<file path="src/design/smf_pkg.sv">
// Shared types and defaults for the sliding median filter.
package smf_pkg;

	localparam int WINDOW_DEF       = 9;
	localparam int SAMPLE_WIDTH_DEF = 16;

	typedef enum logic [3:0] {
		ST_IDLE,
		ST_CHK_UP,
		ST_CHK_DN,
		ST_UP,
		ST_UP_END,
		ST_DN,
		ST_DN_END,
		ST_MID,
		ST_CAP
	} state_t;

	typedef struct packed {
		logic we;
		logic re;
	} mem_ctl_t;

endpackage

</file>
<file path="src/design/smf_mem.sv">
// Window store: one write port, one registered read port, zero until written.
module smf_mem #(
	parameter int WINDOW       = smf_pkg::WINDOW_DEF,
	parameter int SAMPLE_WIDTH = smf_pkg::SAMPLE_WIDTH_DEF,
	localparam int IDX_W       = $clog2(WINDOW)
) (
	input  logic                    clk,
	input  logic                    arst_n,
	input  smf_pkg::mem_ctl_t       ctl,
	input  logic [IDX_W-1:0]        waddr,
	input  logic [SAMPLE_WIDTH-1:0] wdata,
	input  logic [IDX_W-1:0]        raddr,
	output logic [SAMPLE_WIDTH-1:0] rdata
);

	logic [SAMPLE_WIDTH-1:0] mem_q [WINDOW];
	logic [WINDOW-1:0]       written_q;
	logic [SAMPLE_WIDTH-1:0] rdata_q;

	always_ff @(posedge clk) begin
		if (ctl.we) begin
			mem_q[waddr] <= wdata;
		end
	end

	always_ff @(posedge clk or negedge arst_n) begin
		if (!arst_n) begin
			written_q <= '0;
		end else if (ctl.we) begin
			written_q[waddr] <= 1'b1;
		end
	end

	always_ff @(posedge clk) begin
		if (ctl.re) begin
			rdata_q <= written_q[raddr] ? mem_q[raddr] : '0;
		end
	end

	assign rdata = rdata_q;

endmodule

</file>
<file path="src/design/smf_ctrl.sv">
// Insertion sequencer: neighbor test, compare-swap pass, median read and output register.
module smf_ctrl #(
	parameter int WINDOW       = smf_pkg::WINDOW_DEF,
	parameter int SAMPLE_WIDTH = smf_pkg::SAMPLE_WIDTH_DEF,
	localparam int IDX_W       = $clog2(WINDOW)
) (
	input  logic                           clk,
	input  logic                           arst_n,
	input  logic                           in_valid,
	output logic                           in_ready,
	input  logic signed [SAMPLE_WIDTH-1:0] sample,
	output logic                           out_valid,
	input  logic                           out_ready,
	output logic signed [SAMPLE_WIDTH-1:0] median,
	output smf_pkg::mem_ctl_t              mem_ctl,
	output logic [IDX_W-1:0]               mem_waddr,
	output logic [SAMPLE_WIDTH-1:0]        mem_wdata,
	output logic [IDX_W-1:0]               mem_raddr,
	input  logic [SAMPLE_WIDTH-1:0]        mem_rdata
);

	localparam logic [IDX_W-1:0] LAST = IDX_W'(WINDOW - 1);
	localparam logic [IDX_W-1:0] PEN  = IDX_W'(WINDOW - 2);
	localparam logic [IDX_W-1:0] MID  = IDX_W'(WINDOW / 2);
	localparam logic [IDX_W-1:0] ONE  = IDX_W'(1);
	localparam logic [IDX_W-1:0] TWO  = IDX_W'(2);

	smf_pkg::state_t state_q, state_d;

	logic signed [SAMPLE_WIDTH-1:0] c_q, c_d;
	logic signed [SAMPLE_WIDTH-1:0] rd;
	logic signed [SAMPLE_WIDTH-1:0] median_q;
	logic [IDX_W-1:0]               k_q, k_d;
	logic [IDX_W-1:0]               slot_q, pos_q;
	logic                           out_valid_q;
	logic                           accept, up_gt, dn_lt, up_last, dn_last, cap;

	assign rd      = $signed(mem_rdata);
	assign accept  = in_valid && in_ready;
	assign up_gt   = c_q > rd;
	assign dn_lt   = rd > c_q;
	assign up_last = (k_q == PEN);
	assign dn_last = (k_q == ONE);
	assign cap     = (state_q == smf_pkg::ST_CAP) && (!out_valid_q || out_ready);

	always_comb begin
		state_d = state_q;
		case (state_q)
			smf_pkg::ST_IDLE: begin
				if (in_valid) begin
					state_d = (pos_q != LAST) ? smf_pkg::ST_CHK_UP : smf_pkg::ST_CHK_DN;
				end
			end
			smf_pkg::ST_CHK_UP: begin
				if (up_gt) begin
					state_d = up_last ? smf_pkg::ST_UP_END : smf_pkg::ST_UP;
				end else if (slot_q != '0) begin
					state_d = smf_pkg::ST_CHK_DN;
				end else begin
					state_d = smf_pkg::ST_MID;
				end
			end
			smf_pkg::ST_UP:     state_d = up_last ? smf_pkg::ST_UP_END : smf_pkg::ST_UP;
			smf_pkg::ST_UP_END: state_d = smf_pkg::ST_MID;
			smf_pkg::ST_CHK_DN: begin
				if (dn_lt) begin
					state_d = dn_last ? smf_pkg::ST_DN_END : smf_pkg::ST_DN;
				end else begin
					state_d = smf_pkg::ST_MID;
				end
			end
			smf_pkg::ST_DN:     state_d = dn_last ? smf_pkg::ST_DN_END : smf_pkg::ST_DN;
			smf_pkg::ST_DN_END: state_d = smf_pkg::ST_MID;
			smf_pkg::ST_MID:    state_d = smf_pkg::ST_CAP;
			smf_pkg::ST_CAP: begin
				if (!out_valid_q || out_ready) begin
					state_d = smf_pkg::ST_IDLE;
				end
			end
			default:            state_d = smf_pkg::ST_IDLE;
		endcase
	end

	always_comb begin
		in_ready   = 1'b0;
		mem_ctl    = '0;
		mem_waddr  = k_q;
		mem_wdata  = c_q;
		mem_raddr  = k_q;
		c_d        = c_q;
		k_d        = k_q;
		case (state_q)
			smf_pkg::ST_IDLE: begin
				in_ready   = 1'b1;
				c_d        = sample;
				k_d        = pos_q;
				mem_ctl.re = in_valid;
				mem_raddr  = (pos_q != LAST) ? pos_q + ONE : pos_q - ONE;
			end
			smf_pkg::ST_CHK_UP, smf_pkg::ST_UP: begin
				if (up_gt || state_q == smf_pkg::ST_UP) begin
					mem_ctl.we = 1'b1;
					mem_wdata  = up_gt ? rd : c_q;
					c_d        = up_gt ? c_q : rd;
					k_d        = k_q + ONE;
					mem_ctl.re = !up_last;
					mem_raddr  = k_q + TWO;
				end else if (slot_q != '0) begin
					mem_ctl.re = 1'b1;
					mem_raddr  = slot_q - ONE;
				end else begin
					mem_ctl.we = 1'b1;
					mem_waddr  = slot_q;
				end
			end
			smf_pkg::ST_UP_END: begin
				mem_ctl.we = 1'b1;
				mem_waddr  = LAST;
			end
			smf_pkg::ST_CHK_DN, smf_pkg::ST_DN: begin
				if (dn_lt || state_q == smf_pkg::ST_DN) begin
					mem_ctl.we = 1'b1;
					mem_wdata  = dn_lt ? rd : c_q;
					c_d        = dn_lt ? c_q : rd;
					k_d        = k_q - ONE;
					mem_ctl.re = !dn_last;
					mem_raddr  = k_q - TWO;
				end else begin
					mem_ctl.we = 1'b1;
					mem_waddr  = slot_q;
				end
			end
			smf_pkg::ST_DN_END: begin
				mem_ctl.we = 1'b1;
				mem_waddr  = '0;
			end
			smf_pkg::ST_MID: begin
				mem_ctl.re = 1'b1;
				mem_raddr  = MID;
			end
			smf_pkg::ST_CAP: begin
				mem_ctl = '0;
			end
			default: begin
				mem_ctl = '0;
			end
		endcase
	end

	always_ff @(posedge clk or negedge arst_n) begin
		if (!arst_n) begin
			state_q     <= smf_pkg::ST_IDLE;
			pos_q       <= '0;
			out_valid_q <= 1'b0;
		end else begin
			state_q <= state_d;
			if (accept) begin
				pos_q <= (pos_q == LAST) ? '0 : pos_q + ONE;
			end
			if (cap) begin
				out_valid_q <= 1'b1;
			end else if (out_ready) begin
				out_valid_q <= 1'b0;
			end
		end
	end

	always_ff @(posedge clk) begin
		c_q <= c_d;
		k_q <= k_d;
		if (accept) begin
			slot_q <= pos_q;
		end
		if (cap) begin
			median_q <= rd;
		end
	end

	assign out_valid = out_valid_q;
	assign median    = median_q;

endmodule

</file>
<file path="src/design/sliding_median_filter_top.sv">
// Top level of the sliding median filter.
//
// Input channel: in_valid / in_ready with the signed sample. Output channel:
// out_valid / out_ready with the signed median, one result beat per input beat.
// Each sample overwrites the window slot at the write position, then one
// compare-swap pass runs up or down the window, one slot per cycle through
// the single read and single write port of the window memory, and the middle
// slot is read out.
// From an input beat, the sequencer reads the neighbor slot, tests it, runs
// the compare-swap pass when the sample is out of order, reads the middle
// slot and captures it in the output register. The block takes one sample at
// a time and takes no new sample until its result is in the output register.
// The result sits in an output register; a new sample is accepted while it
// waits. When the receiver stalls with a result already waiting, the next
// result is held back and no further sample is taken until it moves.
// Reset clears the write position and marks every slot as zero; no clearing
// pass is needed and samples are accepted right after reset.
module sliding_median_filter_top #(
	parameter int WINDOW       = smf_pkg::WINDOW_DEF,
	parameter int SAMPLE_WIDTH = smf_pkg::SAMPLE_WIDTH_DEF
) (
	input  logic                           clk,
	input  logic                           arst_n,
	input  logic                           in_valid,
	output logic                           in_ready,
	input  logic signed [SAMPLE_WIDTH-1:0] sample,
	output logic                           out_valid,
	input  logic                           out_ready,
	output logic signed [SAMPLE_WIDTH-1:0] median
);

	localparam int IDX_W = $clog2(WINDOW);

	smf_pkg::mem_ctl_t       mem_ctl;
	logic [IDX_W-1:0]        mem_waddr;
	logic [IDX_W-1:0]        mem_raddr;
	logic [SAMPLE_WIDTH-1:0] mem_wdata;
	logic [SAMPLE_WIDTH-1:0] mem_rdata;

	smf_ctrl #(
		.WINDOW       (WINDOW),
		.SAMPLE_WIDTH (SAMPLE_WIDTH)
	) u_ctrl (
		.clk       (clk),
		.arst_n    (arst_n),
		.in_valid  (in_valid),
		.in_ready  (in_ready),
		.sample    (sample),
		.out_valid (out_valid),
		.out_ready (out_ready),
		.median    (median),
		.mem_ctl   (mem_ctl),
		.mem_waddr (mem_waddr),
		.mem_wdata (mem_wdata),
		.mem_raddr (mem_raddr),
		.mem_rdata (mem_rdata)
	);

	smf_mem #(
		.WINDOW       (WINDOW),
		.SAMPLE_WIDTH (SAMPLE_WIDTH)
	) u_mem (
		.clk    (clk),
		.arst_n (arst_n),
		.ctl    (mem_ctl),
		.waddr  (mem_waddr),
		.wdata  (mem_wdata),
		.raddr  (mem_raddr),
		.rdata  (mem_rdata)
	);

endmodule

</file>
<file path="config.mk">
export PLATFORM = sky130hd
export DESIGN_NAME = sliding_median_filter_top
export DESIGN_NICKNAME = d
export VERILOG_FILES = /design/src/design/smf_pkg.sv /design/src/design/smf_mem.sv /design/src/design/smf_ctrl.sv /design/src/design/sliding_median_filter_top.sv
export SDC_FILE = /design/constraint.sdc
export NUM_CORES = 1
export LEC_CHECK = 0
export BUFFER_PORTS_ARGS = -buffer_cell sky130_fd_sc_hd__buf_2
export CELL_PAD_IN_SITES_DETAIL_PLACEMENT = 1
export CELL_PAD_IN_SITES_GLOBAL_PLACEMENT = 1
export CORE_UTILIZATION = 40
export CTS_BUF_LIST = sky130_fd_sc_hd__clkbuf_4
export DETAILED_ROUTE_END_ITERATION = 16
export PLACE_DENSITY_LB_ADDON = 0.1
export SYNTH_ARGS = -nofsm -noshare
export SYNTH_HDL_FRONTEND = slang
export SYNTH_SLANG_ARGS = --single-unit
export TNS_END_PERCENT = 100
</file>
<file path="constraint.sdc">
create_clock -name clk -period 5.2 [get_ports clk]
set_clock_uncertainty 0.2 [all_clocks]
set_input_delay 0.26 -clock clk [delete_from_list [all_inputs] [get_ports clk]]
set_output_delay 0.26 -clock clk [all_outputs]
set_load 0.005 [all_outputs]
</file>
# Yosys cells after proc, flatten, opt, wreduce, memory -nomap -nowiden

Memory sizes are Yosys's and may differ from the RTL's. A register that Yosys moved wholly into a read port is not among the register bits.
Index checks and enable logic that the tools add are counted.

ROM bits: 0
Memories kept: 1
Logic and storage cells: 108
Output and inout port bits: 18
Memory bits (writable): 144
Register bits after elaboration: 58
Latch bits: 0
Input port bits: 20

Add/subtract/negate cells: 7
$lt $le $gt $ge: 5
Reduce and logical (&&, ||, !) cells: 21
Bitwise operators: 1
Multiply operators: 0
Div/mod/pow operators: 0
Equal/unequal tests: 18
Shift operators: 0
Mux-type cells: 47

Memory list:

| memory      | words | bits a word | read ports | clocked after memory_dff | write ports | RTL line      | source |
|---|---|---|---|---|---|---|---|
| u_mem.mem_q | 9     | 16          | 1          | 1                        | 1           | smf_mem.sv:16 | `logic [SAMPLE_WIDTH-1:0] mem_q [WINDOW];` |

Operator list:

| cell                                                       | number |
|---|---|
| two-way mux 16 bit                                         | 8 |
| two-way mux 4 bit                                          | 14 |
| case mux 16 bit (3 select lines)                           | 1 |
| > comparator 16 bit                                        | 2 |
| case mux 16 bit (2 select lines)                           | 1 |
| case mux 4 bit (4 select lines)                            | 2 |
| case mux 4 bit (8 select lines)                            | 1 |
| equality test 4 x 3 -> 1 bit, second input constant        | 5 |
| case mux 4 bit (3 select lines)                            | 1 |
| subtractor 4 x 1 -> 4 bit, second input constant           | 3 |
| less-than comparator 4 x 5 -> 1 bit, second input constant | 2 |
| two-way mux 1 bit                                          | 10 |
| OR 9 bit                                                   | 1 |
| adder 4 x 1 -> 4 bit, second input constant                | 2 |
| equality test 4 x 1 -> 1 bit, second input constant        | 2 |
| equality test 4 x 2 -> 1 bit, second input constant        | 2 |
| equality test 4 bit, second input constant                 | 2 |
| != test 2 bit, second input constant                       | 4 |
| two-way mux 2 bit                                          | 3 |
| two-way mux 3 bit                                          | 2 |
| OR reduction 2 bit                                         | 3 |
| AND reduction 5 bit                                        | 1 |
| adder 4 x 2 -> 4 bit, second input constant                | 1 |
| binary-select mux 1 bit (select 4 bit)                     | 1 |
| 17 further kinds                                           | 25 |

# Longest topological paths before layout

Depth in word-level cells: 9
Mapped depth: 15
Gate-level depth less buffers: 13

# Hierarchy

Synthesis repeated with hierarchy kept, for this count alone.

Cells, all modules: 690
Area total of the unflattened synthesis: 9836.9 sq um

By module, submodules not included:

| module   | area an instance (sq um) | cells an instance | instances | seq. area each (sq um) |
|---|---|---|---|---|
| smf_mem  | 6373.6                   | 296               | 1         | 5029.8 |
| smf_ctrl | 3463.3                   | 394               | 1         | 1426.4 |

# Least setup slack after synthesis

Ideal clock, no wire load.

Kind: reg-to-reg
Start: register u_mem.rdata_q[6] (netlist: u_mem.rdata[6]) (read register of u_mem.mem_q)
End: memory u_mem.mem_q[8][0] (netlist bit), enable pin
Path slack: 0.263 ns
Required time: 4.568 ns
Buffers on the path: 0
Period minus slack after synthesis: 4.937 ns
Stages on the path, launching flop included: 13
Library setup time: 0.432 ns
Data arrival time: 4.304 ns
Cell sequence: edfxtp_1 inv_1 ha_1 and3_1 a221o_1 a2bb2oi_4 a31o_2 a31oi_1 a221oi_1 a21oi_1 o21ai_0 nand2b_1 nor4_1

Word-level cells in the longest chain between the ends: 6
Elaborated cells between the ends (all ways): 11
Classes of those cells: 2 x order compare; 7 x mux; 2 x reduce/logical

Ends and longest elaborated chain:

| element                                 | RTL line        | source |
|---|---|---|
| start, declared                         | smf_mem.sv:18   | `logic [SAMPLE_WIDTH-1:0] rdata_q;` |
| > comparator 16 bit                     | smf_ctrl.sv:40  | `assign up_gt = c_q > rd;` |
| logical OR 1 bit                        | smf_ctrl.sv:101 | `if (up_gt \|\| state_q == smf_pkg::ST_UP) begin` |
| two-way mux 2 bit                       | smf_ctrl.sv:101 |  |
| case mux 1 bit (2 select lines)         | smf_ctrl.sv:92  | `case (state_q)` |
| two-way mux 1 bit                       | smf_mem.sv:21   | `if (ctl.we) begin` |
| two-way mux 1 bit (not written as such) | smf_mem.sv:22   | `mem_q[waddr] <= wdata;` |
| end, declared                           | smf_mem.sv:16   |  |

Several ways; a longest one is shown, not always the timed one.

# Final worst setup path

Start: register u_mem.rdata_q[5] (netlist: u_mem.rdata[5]) (read register of u_mem.mem_q)
End: register u_mem.rdata_q[6] (netlist: u_mem.rdata[6]) (read register of u_mem.mem_q) (data pin)

Word-level cells in the longest chain between the ends: 7
Elaborated cells between the ends (all ways): 13
Classes of those cells: 2 x order compare; 8 x mux; 3 x reduce/logical

Ends and longest elaborated chain:

| element                                 | RTL line                         | source |
|---|---|---|
| > comparator 16 bit (on tied branches)  | smf_ctrl.sv:41, smf_ctrl.sv:40   |  |
| logical OR 1 bit (on tied branches)     | smf_ctrl.sv:121, smf_ctrl.sv:101 |  |
| two-way mux 4 bit (on tied branches)    | smf_ctrl.sv:121, smf_ctrl.sv:101 |  |
| case mux 4 bit (4 select lines)         | smf_ctrl.sv:92                   |  |
| binary-select mux 1 bit (select 4 bit)  | smf_mem.sv:36                    | `rdata_q <= written_q[raddr] ? mem_q[raddr] : '0;` |
| two-way mux 1 bit (not written as such) | smf_mem.sv:36                    |  |
| logical NOT 1 bit (no line)             | n/a                              |  |

Several ways; a longest one is shown, not always the timed one. The select of a mux whose other input is x is not followed.
A chain may end at the register's enable or synchronous reset.

==> impl_metrics.py <==
metrics = {
    "placed_design": {
        "gp_congestion": 0.9492,
        "placed_cell_area_um2": 10720,
        "port_buffers": 37,
        "dpl.hpwl_um": 18550,
    },
    "sta": {
        "fin_crit_sh_pct": 87.80,
        "worstMarginPinSlew_ns": 1.144,
        "maxSlewHeadroom_pct": 23.74,
        "period_needed_ns": 4.566,
        "fmax_ghz": 0.2190,
        "hold_viol_final": 0,
        "fin_tns_setup_ns": 0,
        "slew_violations": 0,
        "rsz0062_at_grt": "false",
        "setup_viol": 0,
    },
    "synth": {
        "syn_avg_cell_area_um2": 14.19,
        "ys_seq_area_share_pct": 64.16,
        "synth-async-reset-ratio_pct": 8.257,
        "yosys-top-cells-count": "edfxtp_1 (200), nand2_1 (59), mux2i_1 (54)",
        "syn_nets": 754,
        "synthesis.area_um2": 10060,
        "yosysTopAreaCellShare_pct": 59.68,
        "yosysUniqueCellTypes": 65,
        "yosys.area.top_type": "edfxtp_1",
        "yosys_warnings": 0,
        "synth_ff_type": "edfxtp_1",
        "yosysMostFrequentCell": "edfxtp_1",
        "synth_seq_cells": 218,
        "synth_area_leaders": "edfxtp_1 (60%), mux2i_1 (5.4%), dfrtp_1 (4.5%)",
        "synth_cells": 709,
        "synth_edf_count": 200,
    },
    "clock_network": {
        "cts_num_sinks": 218,
        "h-tree-depth": 2,
        "cts_tree": "done",
        "clock_latency_ns": 0.71,
        "path_clk_slew_ns": 0.06,
        "cts_root_buffer": "clkbuf_4",
        "cts_setup_buffers": 0,
        "cts-buffers-inserted": 59,
        "cts_buffer_depth": 3,
    },
    "worst_setup_path": {
        "slowest_delay_ns": 0.56,
        "worstPathMaxFanout": 21,
        "critical-path-top-delay-family": "compound AO/OA/AOI/OAI gates",
        "cp.required_ns": 5.49,
        "cp_cell_sequence": "inv_1, ha_1, and3_1, a221o_1, a2bb2oi_4, nand3b_1, a31oi_4, mux2i_1, a211oi_1, or3_4, a2111o_1, o311ai_2, buf_4, a21boi_0",
        "crit_slowest_cell": "or3_4",
        "path_buf_inv": 2,
        "cp-start-kind": "flop",
        "worstSetupPathType": "flop to flop",
        "endpoint_kind": "flop",
        "cp.arrival_ns": 4.85,
    },
    "layout": {
        "fill_cells": 2525,
        "final_nets": 865,
        "multi_input_area_um2": 3354,
        "syn_to_final_growth_pct": 15.81,
        "regArea_um2": 6456,
        "layout-drive-gt1-share_pct": 25.64,
        "stdcell_area_um2": 11650,
    },
    "hold_path": {
        "hp-class": "primary input to flop",
    },
    "status": {
        "status": "complete, no violations",
    },
    "floorplanning": {
        "fp-row-count": 57,
        "die_x_um": 160.6,
        "ios": 38,
        "initial_utilization_pct": 41.14,
        "dieArea_um2": 25800,
        "coreArea_um2": 24460,
        "die_h_um": 160.6,
    },
    "global_routing": {
        "globalRouteTotalUtil_pct": 22.31,
        "grt_pass1_vias": 7160,
        "antenna_found_initial": 1,
        "grt_pass1_wl_um": 42790,
        "grt-ovfl-total": 0,
        "grt_start_max_net_pins": 34,
    },
    "route": {
        "wl_per_cell_um": 23.23,
        "vias": 6635,
        "routed_wl_um": 27760,
        "ant_nets": 0,
        "drt_iter0_drc": 465,
        "dr.pass1.iters": 5,
        "drt-vias-per-instance": 5.552,
        "drc": 0,
    },
    "job": {
        "max-cap-violations": 0,
    },
}
-- registers in the layout, indices dropped and copies added (netlist names) --
register / count
u_ctrl.pos_q: 4
u_mem.rdata: 16
u_ctrl.median: 16
u_ctrl.c_q: 16
u_mem.written_q: 9
u_mem.mem_q: 144
u_ctrl.out_valid: 1
u_ctrl.slot_q: 4
u_ctrl.state_q: 4
u_ctrl.k_q: 4
-- metal layers --
| layer | track usage (%) | vias to the layer above | part of all wire [%] |
|---|---|---|---|
| li1 | - | 3015 | - |
| met1 | 28.79 | 3402 | 44 |
| met2 | 37.31 | 172 | 49 |
| met3 | 4.545 | 46 | 4.6 |
| met4 | 7.792 | 0 | 2.4 |
| met5 | 0 | - | 0 |
-- cell usage in the layout (no fill, tap or decap), types with 24 or more instances in the layout --
cell | Yosys | final
mux2i_1 | 54 | 54
clkbuf_4 | 0 | 81
buf_4 | 3 | 29
o21ai_0 | 31 | 30
nand2_1 | 59 | 59
a21oi_1 | 24 | 24
inv_1 | 28 | 28
ha_1 | 25 | 25
edfxtp_1 | 200 | 200
buf_2 | 8 | 37
nor2_1 | 27 | 25
-- layout make-up --
type                       instances  area share [%]
clock buffer                      81           5.217
multi-input combinational        427           28.78
sequential                       218           55.39
inverter                          28          0.9018
antenna                            5          0.1074
tap                              324           3.478
timing repair buffer              86           5.174
clock inverter                    26          0.9447
-- stage by stage --
stage	setup WS, ns	std cells	hold WS (ns)	utilization [%]
5_1_grt	0.2848	1194	0.1772	47.63
2_1_floorplan	0.2634	709	-0.2356	-
3_5_place_dp	0.6483	1063	0.02225	43.84
4_1_cts	0.6098	1190	0.1491	47.59
6_report	0.6342	1195	0.1844	47.64
3_3_place_gp	0.6726	1063	0.008502	43.84
-- worst register-to-register path, stage by stage, from the launching register on --
cell	delay, ns
edfxtp_1	0.42
inv_1	0.10
ha_1	0.23
and3_1	0.20
a221o_1	0.41
a2bb2oi_4	0.23
nand3b_1	0.30
a31oi_4	0.40
mux2i_1	0.30
a211oi_1	0.09
or3_4	0.56
a2111o_1	0.36
o311ai_2	0.08
buf_4	0.28
a21boi_0	0.23
-- path summary, 6_finish.rpt --
kind	start	end	slack, ns	cells past startpoint
setup / recovery	u_mem.rdata[5]$_SDFFCE_PN0P_	u_mem.rdata[6]$_SDFFCE_PN0P_	0.63	14
hold / removal	sample[0]	u_ctrl.c_q[0]$_DFFE_PP_	0.18	4
setup reg to reg	u_mem.rdata[5]$_SDFFCE_PN0P_	u_mem.rdata[6]$_SDFFCE_PN0P_	0.63	14
hold reg to reg	u_mem.rdata[15]$_SDFFCE_PN0P_	u_ctrl.median[15]$_DFFE_PP_	0.25	0
max in group asynchronous	arst_n	u_mem.written_q[1]$_DFFE_PN0N_	3.70	3
min in group asynchronous	arst_n	u_mem.written_q[2]$_DFFE_PN0N_	0.52	3
-- kinds of logic after synthesis --
kind of cell / count (synthesis) / synth area share, %
flops: 218 / 64.16
fa+ha+maj: 25 / 3.108
mux: 85 / 10.63
buf+inv: 64 / 2.748
xor+xnor: 2 / 0.1741
simple gates: 160 / 7.920
compound gates: 155 / 11.26
-- what timing repair did --
action | 4_1_cts | 5_1_grt
gates resized for setup | 0 | 0
hold endpoints to repair | 45 | 0
hold buffers | 20 | 0
Power is not shown: default switching activity piles up to over one toggle a cycle in this logic, so the estimate is an artifact.
